$ cat src/rtl/core/hcd_pkg.sv
// shared types and constants of the chunked transfer decoder
// depends on nothing; imported by every module of the block
`default_nettype none

package hcd_pkg;

  localparam logic [7:0] ChCr = 8'h0D;
  localparam logic [7:0] ChLf = 8'h0A;

  // result status codes
  localparam logic [1:0] ST_DATA      = 2'd0;
  localparam logic [1:0] ST_END       = 2'd1;
  localparam logic [1:0] ST_MALFORMED = 2'd2;
  localparam logic [1:0] ST_TRUNCATED = 2'd3;

  localparam int unsigned QueueDepth = 2;

  typedef struct packed {
    logic [7:0] in_byte;
    logic       end_of_stream;
  } in_item_t;

  typedef struct packed {
    logic [7:0] out_byte;
    logic       chunk_end;
    logic [1:0] status;
  } out_item_t;

  // classified request passed from front to back
  typedef struct packed {
    logic [7:0] data;
    logic       eos;
    logic       is_cr;
    logic       is_lf;
    logic       is_hex;
    logic [3:0] digit;
  } cls_item_t;

endpackage

`default_nettype wire

$ cat src/rtl/core/http_chunked_decoder.sv
// top level of the http chunked transfer decoder
// depends on hcd_pkg, hcd_classify, hcd_queue and hcd_exec
`default_nettype none

// Streams one byte of chunked-encoded input per request and returns decoded
// chunk data one byte per result, with chunk_end flagged on the last byte of
// each chunk. A request with end_of_stream set returns a clean-end status, or
// a truncated status if a header or chunk is unfinished. A bad size header
// returns a malformed status; after either error the block stays silent until
// reset. Header bytes, stray CR/LF between chunks and zero-size chunks produce
// no result. Throughput is one byte per cycle sustained while out_ready_i stays
// high: the back stage does one hex shift-add or one chunk count decrement per
// cycle. A taken request is first written into the two-entry queue; the back
// stage then pops it, updates state and loads the output register, and the
// input keeps flowing while a result waits for out_ready_i until the queue
// fills. SIZE_BITS sets the width of the chunk size counter; a header whose
// value does not fit in it is malformed.

module http_chunked_decoder #(
  parameter int unsigned SIZE_BITS = 32
) (
  input  logic               clk_i,
  input  logic               rst_ni,
  input  logic               in_valid_i,
  output logic               in_ready_o,
  input  hcd_pkg::in_item_t  in_item_i,
  output logic               out_valid_o,
  input  logic               out_ready_i,
  output hcd_pkg::out_item_t out_item_o
);
  import hcd_pkg::*;

  cls_item_t cls;        // classified request from the front
  cls_item_t q_item;     // head of the queue
  logic      q_full;
  logic      q_valid;
  logic      q_pop;

  // front: byte classes are decided before the request is queued
  hcd_classify u_classify (
    .item_i (in_item_i),
    .cls_o  (cls)
  );

  // queue decouples input acceptance from output backpressure
  hcd_queue u_queue (
    .clk_i       (clk_i),
    .rst_ni      (rst_ni),
    .push_i      (in_valid_i),
    .push_data_i (cls),
    .full_o      (q_full),
    .pop_i       (q_pop),
    .valid_o     (q_valid),
    .pop_data_o  (q_item)
  );

  assign in_ready_o = !q_full;

  // back: parser state and output register
  hcd_exec #(
    .SIZE_BITS (SIZE_BITS)
  ) u_exec (
    .clk_i       (clk_i),
    .rst_ni      (rst_ni),
    .valid_i     (q_valid),
    .item_i      (q_item),
    .pop_o       (q_pop),
    .out_valid_o (out_valid_o),
    .out_ready_i (out_ready_i),
    .out_item_o  (out_item_o)
  );

endmodule

`default_nettype wire

$ cat src/rtl/core/hcd_classify.sv
// front stage: decodes each incoming byte into cr/lf/hex classes
// depends on hcd_pkg
`default_nettype none

module hcd_classify (
  input  hcd_pkg::in_item_t  item_i,
  output hcd_pkg::cls_item_t cls_o
);
  import hcd_pkg::*;

  logic [7:0] c;

  assign c = item_i.in_byte;

  always_comb begin
    cls_o.data   = c;
    cls_o.eos    = item_i.end_of_stream;
    cls_o.is_cr  = (c == ChCr);
    cls_o.is_lf  = (c == ChLf);
    cls_o.is_hex = 1'b1;
    cls_o.digit  = 4'd0;
    if (c >= 8'h30 && c <= 8'h39) begin
      cls_o.digit = 4'(c - 8'h30);
    end else if (c >= 8'h61 && c <= 8'h66) begin
      cls_o.digit = 4'(c - 8'h57);
    end else if (c >= 8'h41 && c <= 8'h46) begin
      cls_o.digit = 4'(c - 8'h37);
    end else begin
      cls_o.is_hex = 1'b0;
    end
  end

endmodule

`default_nettype wire

$ cat src/rtl/core/hcd_queue.sv
// two-entry queue between classify front and decode back
// depends on hcd_pkg
`default_nettype none

module hcd_queue (
  input  logic               clk_i,
  input  logic               rst_ni,
  input  logic               push_i,
  input  hcd_pkg::cls_item_t push_data_i,
  output logic               full_o,
  input  logic               pop_i,
  output logic               valid_o,
  output hcd_pkg::cls_item_t pop_data_o
);
  import hcd_pkg::*;

  localparam int unsigned PtrW = $clog2(QueueDepth);

  cls_item_t           mem_q [QueueDepth];
  logic [PtrW-1:0]     wr_ptr_q, wr_ptr_d;
  logic [PtrW-1:0]     rd_ptr_q, rd_ptr_d;
  logic [PtrW:0]       count_q, count_d;
  logic                do_push, do_pop;

  assign full_o     = (count_q == (PtrW+1)'(QueueDepth));
  assign valid_o    = (count_q != '0);
  assign pop_data_o = mem_q[rd_ptr_q];
  assign do_push    = push_i && !full_o;
  assign do_pop     = pop_i && valid_o;

  always_comb begin
    wr_ptr_d = wr_ptr_q;
    rd_ptr_d = rd_ptr_q;
    count_d  = count_q;
    if (do_push) begin
      wr_ptr_d = wr_ptr_q + 1'b1;
    end
    if (do_pop) begin
      rd_ptr_d = rd_ptr_q + 1'b1;
    end
    case ({do_push, do_pop})
      2'b10:   count_d = count_q + 1'b1;
      2'b01:   count_d = count_q - 1'b1;
      default: count_d = count_q;
    endcase
  end

  always_ff @(posedge clk_i or negedge rst_ni) begin
    if (!rst_ni) begin
      wr_ptr_q <= '0;
      rd_ptr_q <= '0;
      count_q  <= '0;
    end else begin
      wr_ptr_q <= wr_ptr_d;
      rd_ptr_q <= rd_ptr_d;
      count_q  <= count_d;
    end
  end

  always_ff @(posedge clk_i) begin
    if (do_push) begin
      mem_q[wr_ptr_q] <= push_data_i;
    end
  end

endmodule

`default_nettype wire

$ cat src/rtl/core/hcd_exec.sv
// back stage: header parse, chunk count and registered result
// depends on hcd_pkg
`default_nettype none

module hcd_exec #(
  parameter int unsigned SIZE_BITS = 32
) (
  input  logic                clk_i,
  input  logic                rst_ni,
  input  logic                valid_i,
  input  hcd_pkg::cls_item_t  item_i,
  output logic                pop_o,
  output logic                out_valid_o,
  input  logic                out_ready_i,
  output hcd_pkg::out_item_t  out_item_o
);
  import hcd_pkg::*;

  logic [SIZE_BITS-1:0] chunk_rem_q, chunk_rem_d;
  logic [SIZE_BITS-1:0] hdr_val_q, hdr_val_d;
  logic                 in_hdr_q, in_hdr_d;
  logic [1:0]           hdr_len_q, hdr_len_d;
  logic                 prev_cr_q, prev_cr_d;
  logic                 hdr_bad_q, hdr_bad_d;
  logic                 failed_q, failed_d;
  logic                 out_valid_q, out_valid_d;
  out_item_t            out_q, out_d;
  logic                 emit;
  out_item_t            res;

  assign pop_o       = valid_i && (!out_valid_q || out_ready_i);
  assign out_valid_o = out_valid_q;
  assign out_item_o  = out_q;

  always_comb begin
    chunk_rem_d = chunk_rem_q;
    hdr_val_d   = hdr_val_q;
    in_hdr_d    = in_hdr_q;
    hdr_len_d   = hdr_len_q;
    prev_cr_d   = prev_cr_q;
    hdr_bad_d   = hdr_bad_q;
    failed_d    = failed_q;
    emit        = 1'b0;
    res         = '{out_byte: 8'd0, chunk_end: 1'b0, status: ST_DATA};

    if (pop_o && !failed_q) begin
      if (item_i.eos) begin
        emit = 1'b1;
        if (chunk_rem_q != '0 || in_hdr_q) begin
          failed_d   = 1'b1;
          res.status = ST_TRUNCATED;
        end else begin
          res.status = ST_END;
        end
      end else if (chunk_rem_q != '0) begin
        emit          = 1'b1;
        chunk_rem_d   = chunk_rem_q - 1'b1;
        res.out_byte  = item_i.data;
        res.chunk_end = (chunk_rem_q == SIZE_BITS'(1));
      end else if (!in_hdr_q && (item_i.is_cr || item_i.is_lf)) begin
        // stray line breaks between chunks
      end else if (item_i.is_lf) begin
        hdr_val_d = '0;
        in_hdr_d  = 1'b0;
        hdr_len_d = 2'd0;
        prev_cr_d = 1'b0;
        hdr_bad_d = 1'b0;
        if (hdr_len_q < 2'd2 || !prev_cr_q || hdr_bad_q) begin
          emit       = 1'b1;
          failed_d   = 1'b1;
          res.status = ST_MALFORMED;
        end else begin
          chunk_rem_d = hdr_val_q;
        end
      end else begin
        in_hdr_d = 1'b1;
        if (hdr_len_q < 2'd2) begin
          hdr_len_d = hdr_len_q + 1'b1;
        end
        if (prev_cr_q) begin
          hdr_bad_d = 1'b1;
        end
        if (item_i.is_cr) begin
          prev_cr_d = 1'b1;
        end else begin
          prev_cr_d = 1'b0;
          if (!item_i.is_hex) begin
            hdr_bad_d = 1'b1;
          end else if (!hdr_bad_d) begin
            // overflow when the top digit is already occupied
            if (hdr_val_q[SIZE_BITS-1 -: 4] != 4'd0) begin
              hdr_bad_d = 1'b1;
            end else begin
              hdr_val_d = {hdr_val_q[SIZE_BITS-5:0], item_i.digit};
            end
          end
        end
      end
    end

    out_valid_d = out_valid_q;
    out_d       = out_q;
    if (emit) begin
      out_valid_d = 1'b1;
      out_d       = res;
    end else if (out_ready_i) begin
      out_valid_d = 1'b0;
    end
  end

  always_ff @(posedge clk_i or negedge rst_ni) begin
    if (!rst_ni) begin
      chunk_rem_q <= '0;
      hdr_val_q   <= '0;
      in_hdr_q    <= 1'b0;
      hdr_len_q   <= 2'd0;
      prev_cr_q   <= 1'b0;
      hdr_bad_q   <= 1'b0;
      failed_q    <= 1'b0;
      out_valid_q <= 1'b0;
    end else begin
      chunk_rem_q <= chunk_rem_d;
      hdr_val_q   <= hdr_val_d;
      in_hdr_q    <= in_hdr_d;
      hdr_len_q   <= hdr_len_d;
      prev_cr_q   <= prev_cr_d;
      hdr_bad_q   <= hdr_bad_d;
      failed_q    <= failed_d;
      out_valid_q <= out_valid_d;
    end
  end

  always_ff @(posedge clk_i) begin
    out_q <= out_d;
  end

endmodule

`default_nettype wire

$ cat config.mk
export PLATFORM = sky130hd
export DESIGN_NAME = http_chunked_decoder
export DESIGN_NICKNAME = d
export VERILOG_FILES = /design/src/rtl/core/hcd_pkg.sv /design/src/rtl/core/http_chunked_decoder.sv /design/src/rtl/core/hcd_classify.sv /design/src/rtl/core/hcd_queue.sv /design/src/rtl/core/hcd_exec.sv
export SDC_FILE = /design/constraint.sdc
export NUM_CORES = 1
export LEC_CHECK = 0
export ABC_AREA = 1
export BUFFER_PORTS_ARGS = -buffer_cell sky130_fd_sc_hd__buf_4
export CAP_MARGIN = 5
export CORE_ASPECT_RATIO = 2
export CORE_MARGIN = 5
export CORE_UTILIZATION = 59
export DETAILED_ROUTE_END_ITERATION = 12
export PLACE_DENSITY = 0.78
export SYNTH_ARGS = -nofsm -noshare
export SYNTH_HDL_FRONTEND = slang
export SYNTH_SLANG_ARGS = --single-unit
$ cat constraint.sdc
create_clock -name clk_i -period 2.1 [get_ports clk_i]
set_input_delay 0.21 -clock clk_i [delete_from_list [all_inputs] [get_ports clk_i]]
set_output_delay 0.21 -clock clk_i [all_outputs]
set_load 0.01 [all_outputs]
# Word-level counts from Yosys, hierarchy flattened
# Memories as Yosys holds them, arrays and structs flattened.
# Cells that the tools add are included.
[totals] regBits=86 input_bits=13 memories=1 out_inout_bits=13 ramBits=32 elab_cells=137
[op_classes] n_mux=54 add_sub_neg=9 bitwise_logic=4 reduce_logical=34 magnitude_cmp=7 n_eq_ne=14
[memory_table] name="u_queue.mem_q" depth=2 width=16 rd=1 rd_ports_with_merged_regs=0 wr=1 line_no="hcd_queue.sv:19" text="cls_item_t mem_q [QueueDepth];"
[ops] operator="32-bit 2-to-1 mux" n=9
[ops] operator="1-bit 2-to-1 mux" n=33
[ops] operator="32-bit by 1-bit equality test with 1-bit output (second input constant)" n=1
[ops] operator="32-bit nonzero test" n=1
[ops] operator="32-bit by 1-bit subtractor with 32-bit output (second input constant)" n=1
[ops] operator="8-bit by 4-bit equality test with 1-bit output (second input constant)" n=2
[ops] operator="8-bit by 7-bit >= comparator with 1-bit output (second input constant)" n=2
[ops] operator="8-bit by 7-bit <= comparator with 1-bit output (second input constant)" n=2
[ops] operator="2-bit 2-to-1 mux" n=8
[ops] operator="2-bit nonzero test" n=8
[ops] operator="4-bit 2-to-1 mux" n=3
[ops] operator="2-bit by 1-bit != test with 1-bit output (second input constant)" n=5
[ops] operator="5-bit AND reduction" n=2
[ops] operator="8-bit by 6-bit >= comparator with 1-bit output (second input constant)" n=1
[ops] operator="8-bit by 6-bit <= comparator with 1-bit output (second input constant)" n=1
[ops] operator="1-bit logical AND" n=8
[ops] operator="8-bit AND reduction" n=1
[ops] operator="4-bit by 3-bit subtractor with 4-bit output (second input constant)" n=2
[ops] operator="2-bit != test (second input constant)" n=3
[ops] operator="6-bit AND reduction" n=1
[ops] operator="1-bit zero test" n=5
[ops] operator="1-bit logical OR" n=5
[ops] operator="2-bit by 1-bit adder with 2-bit output (second input constant)" n=2
[ops] operator="2-bit equality test (second input constant)" n=2
[ops] operator="other kinds (10)" n=14

# Depth between registers and ports, before layout
# Gate-level depths: netlist of run 1.
# An unclocked memory read counts as a cell.
[logic_depth] ltp_word=11 ltp_mapped=13 mapped_depth_nobuf=11

# Modules after synthesis
# From an unflattened synthesis of run 1, not the netlist that was laid out.
[unflattened] cells_unflattened=887 area_unflattened_um2=6667.6
[modules_own_cells] mod="hcd_exec" cells_each=721 n_inst=1 seq_area_each_um2=2107.0 area_per_inst_um2=4947.2
[modules_own_cells] mod="hcd_queue" cells_each=115 n_inst=1 seq_area_each_um2=1061.0 area_per_inst_um2=1411.4
[modules_own_cells] mod="hcd_classify" cells_each=50 n_inst=1 seq_area_each_um2=0.0 area_per_inst_um2=305.3
[modules_own_cells] mod="http_chunked_decoder" cells_each=1 n_inst=1 seq_area_each_um2=0.0 area_per_inst_um2=3.8

# Worst setup path before layout of run 1
# Ideal clock, no wire load.
[synth_path] kind="register to register" from="reg u_exec.chunk_rem_q[0]" to="reg u_exec.out_q (netlist bit u_exec.out_item_o[0]), enable pin" period_less_slack_ns=1.924 stages_incl_launch_ff=10 arrival_ns=1.631 path_buffers=0 t_required_ns=1.807 setup_ns=0.293 slack_ns=0.176 path_cell_list="dfrtp_1 inv_1 ha_1 nand2_2 nor2_8 nand2_4 nor2_8 nand2_1 o21ai_0 inv_1"
[synth_via] elab_chain_len=4
[synth_rtl] element="start, declared" line_no="hcd_exec.sv:19" text="logic [SIZE_BITS-1:0] chunk_rem_q, chunk_rem_d;"
[synth_rtl] element="start signal, assigned" line_no="hcd_exec.sv:122" text="chunk_rem_q <= chunk_rem_d;"
[synth_rtl] element="32-bit nonzero test" line_no="hcd_exec.sv:55" text="end else if (chunk_rem_q != '0) begin"
[synth_rtl] element="1-bit 2-to-1 mux" line_no="hcd_exec.sv:55"
[synth_rtl] element="1-bit 2-to-1 mux" line_no="hcd_exec.sv:47" text="if (item_i.eos) begin"
[synth_rtl] element="1-bit 2-to-1 mux" line_no="hcd_exec.sv:46" text="if (pop_o && !failed_q) begin"
[synth_rtl] element="named net u_exec.emit" line_no="hcd_exec.sv:28" text="logic emit;"
[synth_rtl] element="end signal, assigned" line_no="hcd_exec.sv:134" text="out_q <= out_d;"
[synth_rtl] element="end, declared" line_no="hcd_exec.sv:27" text="out_item_t out_q, out_d;"
# The timed path passes the listed nets, and every way through them passes these cells.
# A chain may end at the register's enable or synchronous reset.

# Worst setup path after layout of run 1
[layout_path] from="reg u_exec.chunk_rem_q[17]" to="reg u_exec.hdr_val_q[27]"
[layout_via] elab_chain_len=3
[layout_rtl] element="32-bit nonzero test" line_no="hcd_exec.sv:55"
[layout_rtl] element="1-bit NOT (no line)"
[layout_rtl] element="8-bit AND reduction (no line)"
[layout_rtl] element="end signal, assigned" line_no="hcd_exec.sv:123" text="hdr_val_q <= hdr_val_d;"
[layout_rtl] element="end, declared" line_no="hcd_exec.sv:20" text="logic [SIZE_BITS-1:0] hdr_val_q, hdr_val_d;"
# Every way passes these cells.

==> results.toml, run 1 <==
[floorplanning]
core_mm2 = 0.0108
die_w_um = 83.9
io_pins = 26
die_area_mm2 = 0.0132
die_h_um = 158
start_util = 0.596
rows = 54

[sta]
layout_setup_ws_ns = -0.00109
worst_pin_slew_ns = 0.438
fin_skew_ns = 0.0124
timing.final.crit_share = 1.00
fin_hold_ws_ns = 0.0246
finalHoldViolations = 0
slew_viol_final = 0
max_freq_ghz = 0.476
min_period_ns = 2.10
setup_viol = 1
slew_headroom = 0.706

[pwr]
p_per_area_mw_per_mm2 = 828
p_leak_nw = 3.71
p_total_w = 0.00647
ir_worst_vdd_mv = 0.849

[synth]
synth_cell_types = 35
syn_inst = 791
synth_ff_type = "dfrtp_1"
synth_area_mm2 = 0.00644
synthArstFlopShare = 0.636
synth_edf_count = 43
ys_seq_area_frac = 0.492
ys_seq_elements = 118
synthesis.nets = 811
syn_avg_cell_area_um2 = 8.14
yosysWarnings = 0

[critical_path]
worstSetupStartpointType = "flop"
critPathKind = "reg2reg"
worstPathArrival_ns = 2.40
critPathBufInv = 2
r2r_start = "u_exec.chunk_rem_q[17]"
path_delay_family = "simple AND/OR/NAND/NOR gates"
path_cells = "nor2_1, nand2_1, nor2_2, nand2_2, nor2_8, buf_6, nand4_4, clkbuf_16, nand2_1, o21ai_2"
crit_fanout = 8
cp-startpoint = "u_exec.chunk_rem_q[17]"
cp.required_ns = 2.40
cpMostUsedCell = "nand2_1"
end_kind = "flop"
slowest_stage = "dfrtp_1"
cp_slowest_stage_delay_ns = 0.43

[final_layout]
fin_cells = 1015
diodes = 0
final_nets = 882
area_delta_synth_final_pct = 21.4
drive_gt1_frac = 0.205

[clocking]
clock-sinks = 118
root_buffer = "clkbuf_16"
clock_path_buffers = 2
cts_max_level = 4
cts_made_buffers = 17
cts_tree = "yes"
clk_pin_slew_ns = 0.06
clock_latency_ns = 0.42

[grt]
antenna_found_initial = 0
grt_usage = 0.251
grt_max_degree = 65
grt_overflow = 0
grt_pass1_vias = 5607
grt_pass1_wl_um = 25900

[detailed_routing]
num_vias = 5707
drt_iter0_drc = 401
vias_per_cell = 5.62
wl_per_cell_um = 17.0
ant_nets = 0
drc = 0
routed_wl_um = 17300
dr.pass1.iters = 7

[place]
place_congestion = 0.937
placed_cells = 967
dp.final_hpwl_um = 11600
portBuffers = 25

[run_status]
violations = "setup timing"
outcome = "finished with violations"

[worst_hold_path]
hp-start = "in_item_i[3]"
hp-class = "in2reg"

[job]
maxCapViolCount = 0
==> logic make-up (layout without fill, tap and decap cells) <==
kind of cell    count (synthesis)  count (layout)  synth area share
buf+inv                        97             181            0.0740
compound gates                 78              78            0.0800
fa+ha+maj                       7               7            0.0136
xor+xnor                       16              16            0.0218
flops                         118             118             0.492
simple gates                  475             475             0.319
==> timing repair <==
| item | 4_1_cts | 5_1_grt |
|---|---|---|
| setup buffers | 0 | 5 |
| endpoints found under the setup margin | 0 | 80 |
| hold buffers | 6 | 0 |
| resized for setup | 0 | 22 |
| endpoints found under the hold margin | 38 | 0 |
==> synthesized netlist by cell type (4+ instances only) <==
cell	number	area [um^2]
xnor2_1	4	35.0
nand3_1	73	365
o21ai_2	33	289
nand2_1	289	1080
buf_6	11	124
a21oi_1	14	70.1
ha_1	7	87.6
clkbuf_1	8	30.0
xor2_1	12	105
nand2_2	12	75.1
nand4_1	8	50.1
inv_1	64	240
dfrtp_1	75	1880
nor3_1	5	25.0
nor2_1	70	263
edfxtp_1	43	1290
o21ai_1	8	40.0
o21ai_0	22	110
buf_4	6	45.0
buf_2	4	20.0
==> final timing paths <==
kind / end / slack [ns] / cells past startpoint
worst min register to register: u_exec.hdr_val_q[29] / 0.51 / 2
worst max register to register: u_exec.hdr_val_q[27] / -0.001 / 10
worst max-delay path: u_exec.hdr_val_q[27] / -0.001 / 10
worst min-delay path: u_queue.mem_q[1][10] / 0.02 / 1
max in group asynchronous: u_exec.chunk_rem_q[8] / 1.14 / 3
min in group asynchronous: u_exec.hdr_val_q[15] / 0.27 / 2
==> power breakdown <==
part           leakage [nW]  internal, W  switching (W)
registers              1.38      0.00260      0.0000687
logic                  2.05     0.000270       0.000677
clock network         0.281      0.00173        0.00113
total                  3.71      0.00459        0.00188
==> cell usage in the layout, fill, tap and decap left out, types with 15 or more instances in the layout <==
| cell type | n |
|---|---|
| buf_4 | 63 |
| clkbuf_16 | 21 |
| dfrtp_1 | 74 |
| edfxtp_1 | 43 |
| inv_1 | 64 |
| nand2_1 | 286 |
| nand2_2 | 15 |
| nand3_1 | 73 |
| nor2_1 | 63 |
| o21ai_0 | 21 |
| o21ai_2 | 32 |
==> flip-flops by register name (all words and copies together), names as in the netlist, 2 cells and up <==
signal	count
u_exec.chunk_rem_q	32
u_exec.hdr_len_q	2
u_exec.hdr_val_q	32
u_exec.out_item_o	11
u_queue.count_q	2
u_queue.mem_q	32
==> per-stage QoR <==
| stage | TNS, ns | util | cell area [um^2] | setup slack (ns) |
|---|---|---|---|---|
| after floorplan | 0 | - | 6440 | 0.176 |
| after global placement | 0 | 0.642 | 6940 | 0.131 |
| after detailed placement | 0 | 0.642 | 6940 | 0.0654 |
| after CTS | 0 | 0.702 | 7590 | 0.0468 |
| after global routing | -0.934 | 0.723 | 7820 | -0.0479 |
| final | -0.00109 | 0.723 | 7820 | -0.00109 |
==> routing by layer <==
layer | part of all wire | routed length, um | vias up | GRT usage
met2 | 0.56 | 9710 | 250 | 0.483
met3 | 0.043 | 740 | 100 | 0.0458
met1 | 0.31 | 5440 | 2680 | 0.229
met4 | 0.081 | 1410 | 0 | 0.187
li1 | - | - | 2677 | -
met5 | 0 | 0 | - | 0
==> layout make-up <==
cell class | instances | area [um^2]
Tap cell | 140 | 175
Timing Repair Buffer | 81 | 761
Sequential cell | 118 | 3170
Clock inverter | 14 | 139
Clock buffer | 18 | 450
Multi-Input combinational cell | 576 | 2870
Inverter | 68 | 260
Fill cell | 802 | 2990
(Power assumes the default switching activity.)
==> inputs of run 2 (changes only) <==
CORE_UTILIZATION = 27   (was 59)
PLACE_DENSITY = 0.42   (was 0.78)
==> results.toml, run 2 (same netlist as run 1, synthesis figures left out) <==
[sta]
slew_viol_final = 0
finalHoldViolations = 0
slew_headroom = 0.623
min_period_ns = 2.05
fin_hold_ws_ns = 0.0231
max_freq_ghz = 0.487
fin_skew_ns = 0.00714
setup_viol = 0
timing.final.crit_share = 0.978
worst_pin_slew_ns = 0.564

[pwr]
p_per_area_mw_per_mm2 = 801
p_clk_frac = 0.426
comb_power_share = 0.154
internal_power_w = 0.00441
p_leak_nw = 3.70
p_sw_frac = 0.305
power.switching_w = 0.00194
ir_worst_vdd_mv = 0.772
p_total_w = 0.00635
seq_power_share = 0.420

[floorplanning]
start_util = 0.272
io_pins = 26
die_area_mm2 = 0.0272
die_w_um = 119
rows = 80
die_h_um = 228
core_mm2 = 0.0237

[worst_hold_path]
hp-class = "in2reg"
hp-start = "in_item_i[1]"
hold_depth = 1

[grt]
grt_pass1_wl_um = 29600
grt_max_degree = 65
antenna_found_initial = 0
grt_overflow = 0
grt_pass1_vias = 5499
grt_usage = 0.143

[final_layout]
multi_input_area_mm2 = 0.00281
drive_gt1_frac = 0.200
final_cell_mix = "289 x nand2_1, 76 x buf_4, 75 x dfrtp_1, 73 x nand3_1, 69 x nor2_1"
regArea_mm2 = 0.00317
final_nets = 891
area_delta_synth_final_pct = 23.1
postLayoutCoreUtil = 0.334
fillers = 2495
diodes = 0
final_common_cell = "nand2_1"
reg_top3 = "u_exec.chunk_rem_q x32, u_exec.hdr_val_q x32, u_queue.mem_q x32"

[critical_path]
cp_slowest_stage_delay_ns = 0.46
cp.required_ns = 2.39
cp-startpoint = "u_exec.chunk_rem_q[17]"
worstSetupStartpointType = "flop"
rrSetupSlack_ns = 0.05
crit_fanout = 4
r2r_end = "u_exec.chunk_rem_q[21]"
crit_end = "u_exec.chunk_rem_q[21]"
worst_r2r_path_depth = 10
end_kind = "flop"
worstPathArrival_ns = 2.35
path_cells = "buf_4, nor2_1, nand2_1, nor2_1, buf_4, nand3_1, nand2_1, nand3_1, nand3_1, nand2_1"
r2r_start = "u_exec.chunk_rem_q[17]"
critPathKind = "reg2reg"
slowest_stage = "nor2_1"

[clocking]
root_buffer = "clkbuf_16"
clock-sinks = 118
clock_latency_ns = 0.43
cts_max_level = 4
cts_tree = "yes"
cts_made_buffers = 17
clock_path_buffers = 2
clk_pin_slew_ns = 0.06

[detailed_routing]
num_vias = 5316
vias_per_cell = 4.54
drc = 0
dr.pass1.iters = 5
drt_iter0_drc = 204
ant_nets = 0
wl_per_cell_um = 16.3
routed_wl_um = 19100

[place]
portBuffers = 25
place_congestion = 0.832
dp.final_hpwl_um = 14400

[job]
maxCapViolCount = 0

[run_status]
outcome = "complete, no violations"
## run 2: area by class of cell
class | count | share of cell area
Clock buffer | 17 | 0.0537
Clock inverter | 15 | 0.0156
Inverter | 68 | 0.0328
Multi-Input combinational cell | 576 | 0.354
Sequential cell | 118 | 0.400
Tap cell | 287 | 0.0453
Timing Repair Buffer | 90 | 0.0990
## run 2: timing repair
action / in CTS / in global routing
buffers inserted: 0 / 0
setup endpoints to repair: 0 / 44
endpoints found under the hold margin: 33 / 0
hold buffers: 7 / 0
resized for setup: 0 / 5
## run 2: metrics by stage
stage / setup TNS (ns) / instances / area [um^2] / setup slack (ns)
final: 0 / 1171 / 7930 / 0.0457
after global routing: -0.00203 / 1171 / 7930 / -0.00203
after CTS: 0 / 1170 / 7890 / 0.0842
after detailed placement: 0 / 1131 / 7270 / 0.0996
after global placement: 0 / 1131 / 7270 / 0.0974
after floorplan: 0 / 791 / 6440 / 0.176
## run 2: worst min path at each step
stage	to	slack [ns]
final	u_queue.mem_q[1][8]	0.02
after global placement	u_exec.chunk_rem_q[28]	0.16
after detailed placement	u_exec.chunk_rem_q[28]	0.16
after global routing	u_queue.mem_q[1][8]	0.003
after CTS	u_queue.mem_q[1][8]	0.002
after floorplan	u_exec.chunk_rem_q[0]	-0.09
## run 2: power groups by stage
stage               logic (W)  clock network [W]  registers, W
floorplan            0.000686                  0       0.00269
global placement     0.000992                  0       0.00271
detailed placement    0.00100                  0       0.00271
CTS                   0.00101            0.00279       0.00267
global route          0.00111            0.00289       0.00269
finish               0.000978            0.00271       0.00267
## run 2: per-layer routing
metal / GRT usage / up-vias / part of all wire
li1: - / 2700 / -
met2: 0.278 / 75 / 0.59
met1: 0.133 / 2498 / 0.34
met5: 0 / - / 0
met4: 0.0950 / 0 / 0.056
met3: 0.0240 / 43 / 0.019
## run 2: critical path: cells and delay by family, from the launching register on
kind                   cells  cell delay (ns)
buffers and inverters      2             0.39
DFF                        1             0.44
and+or+nand+nor            8             1.08
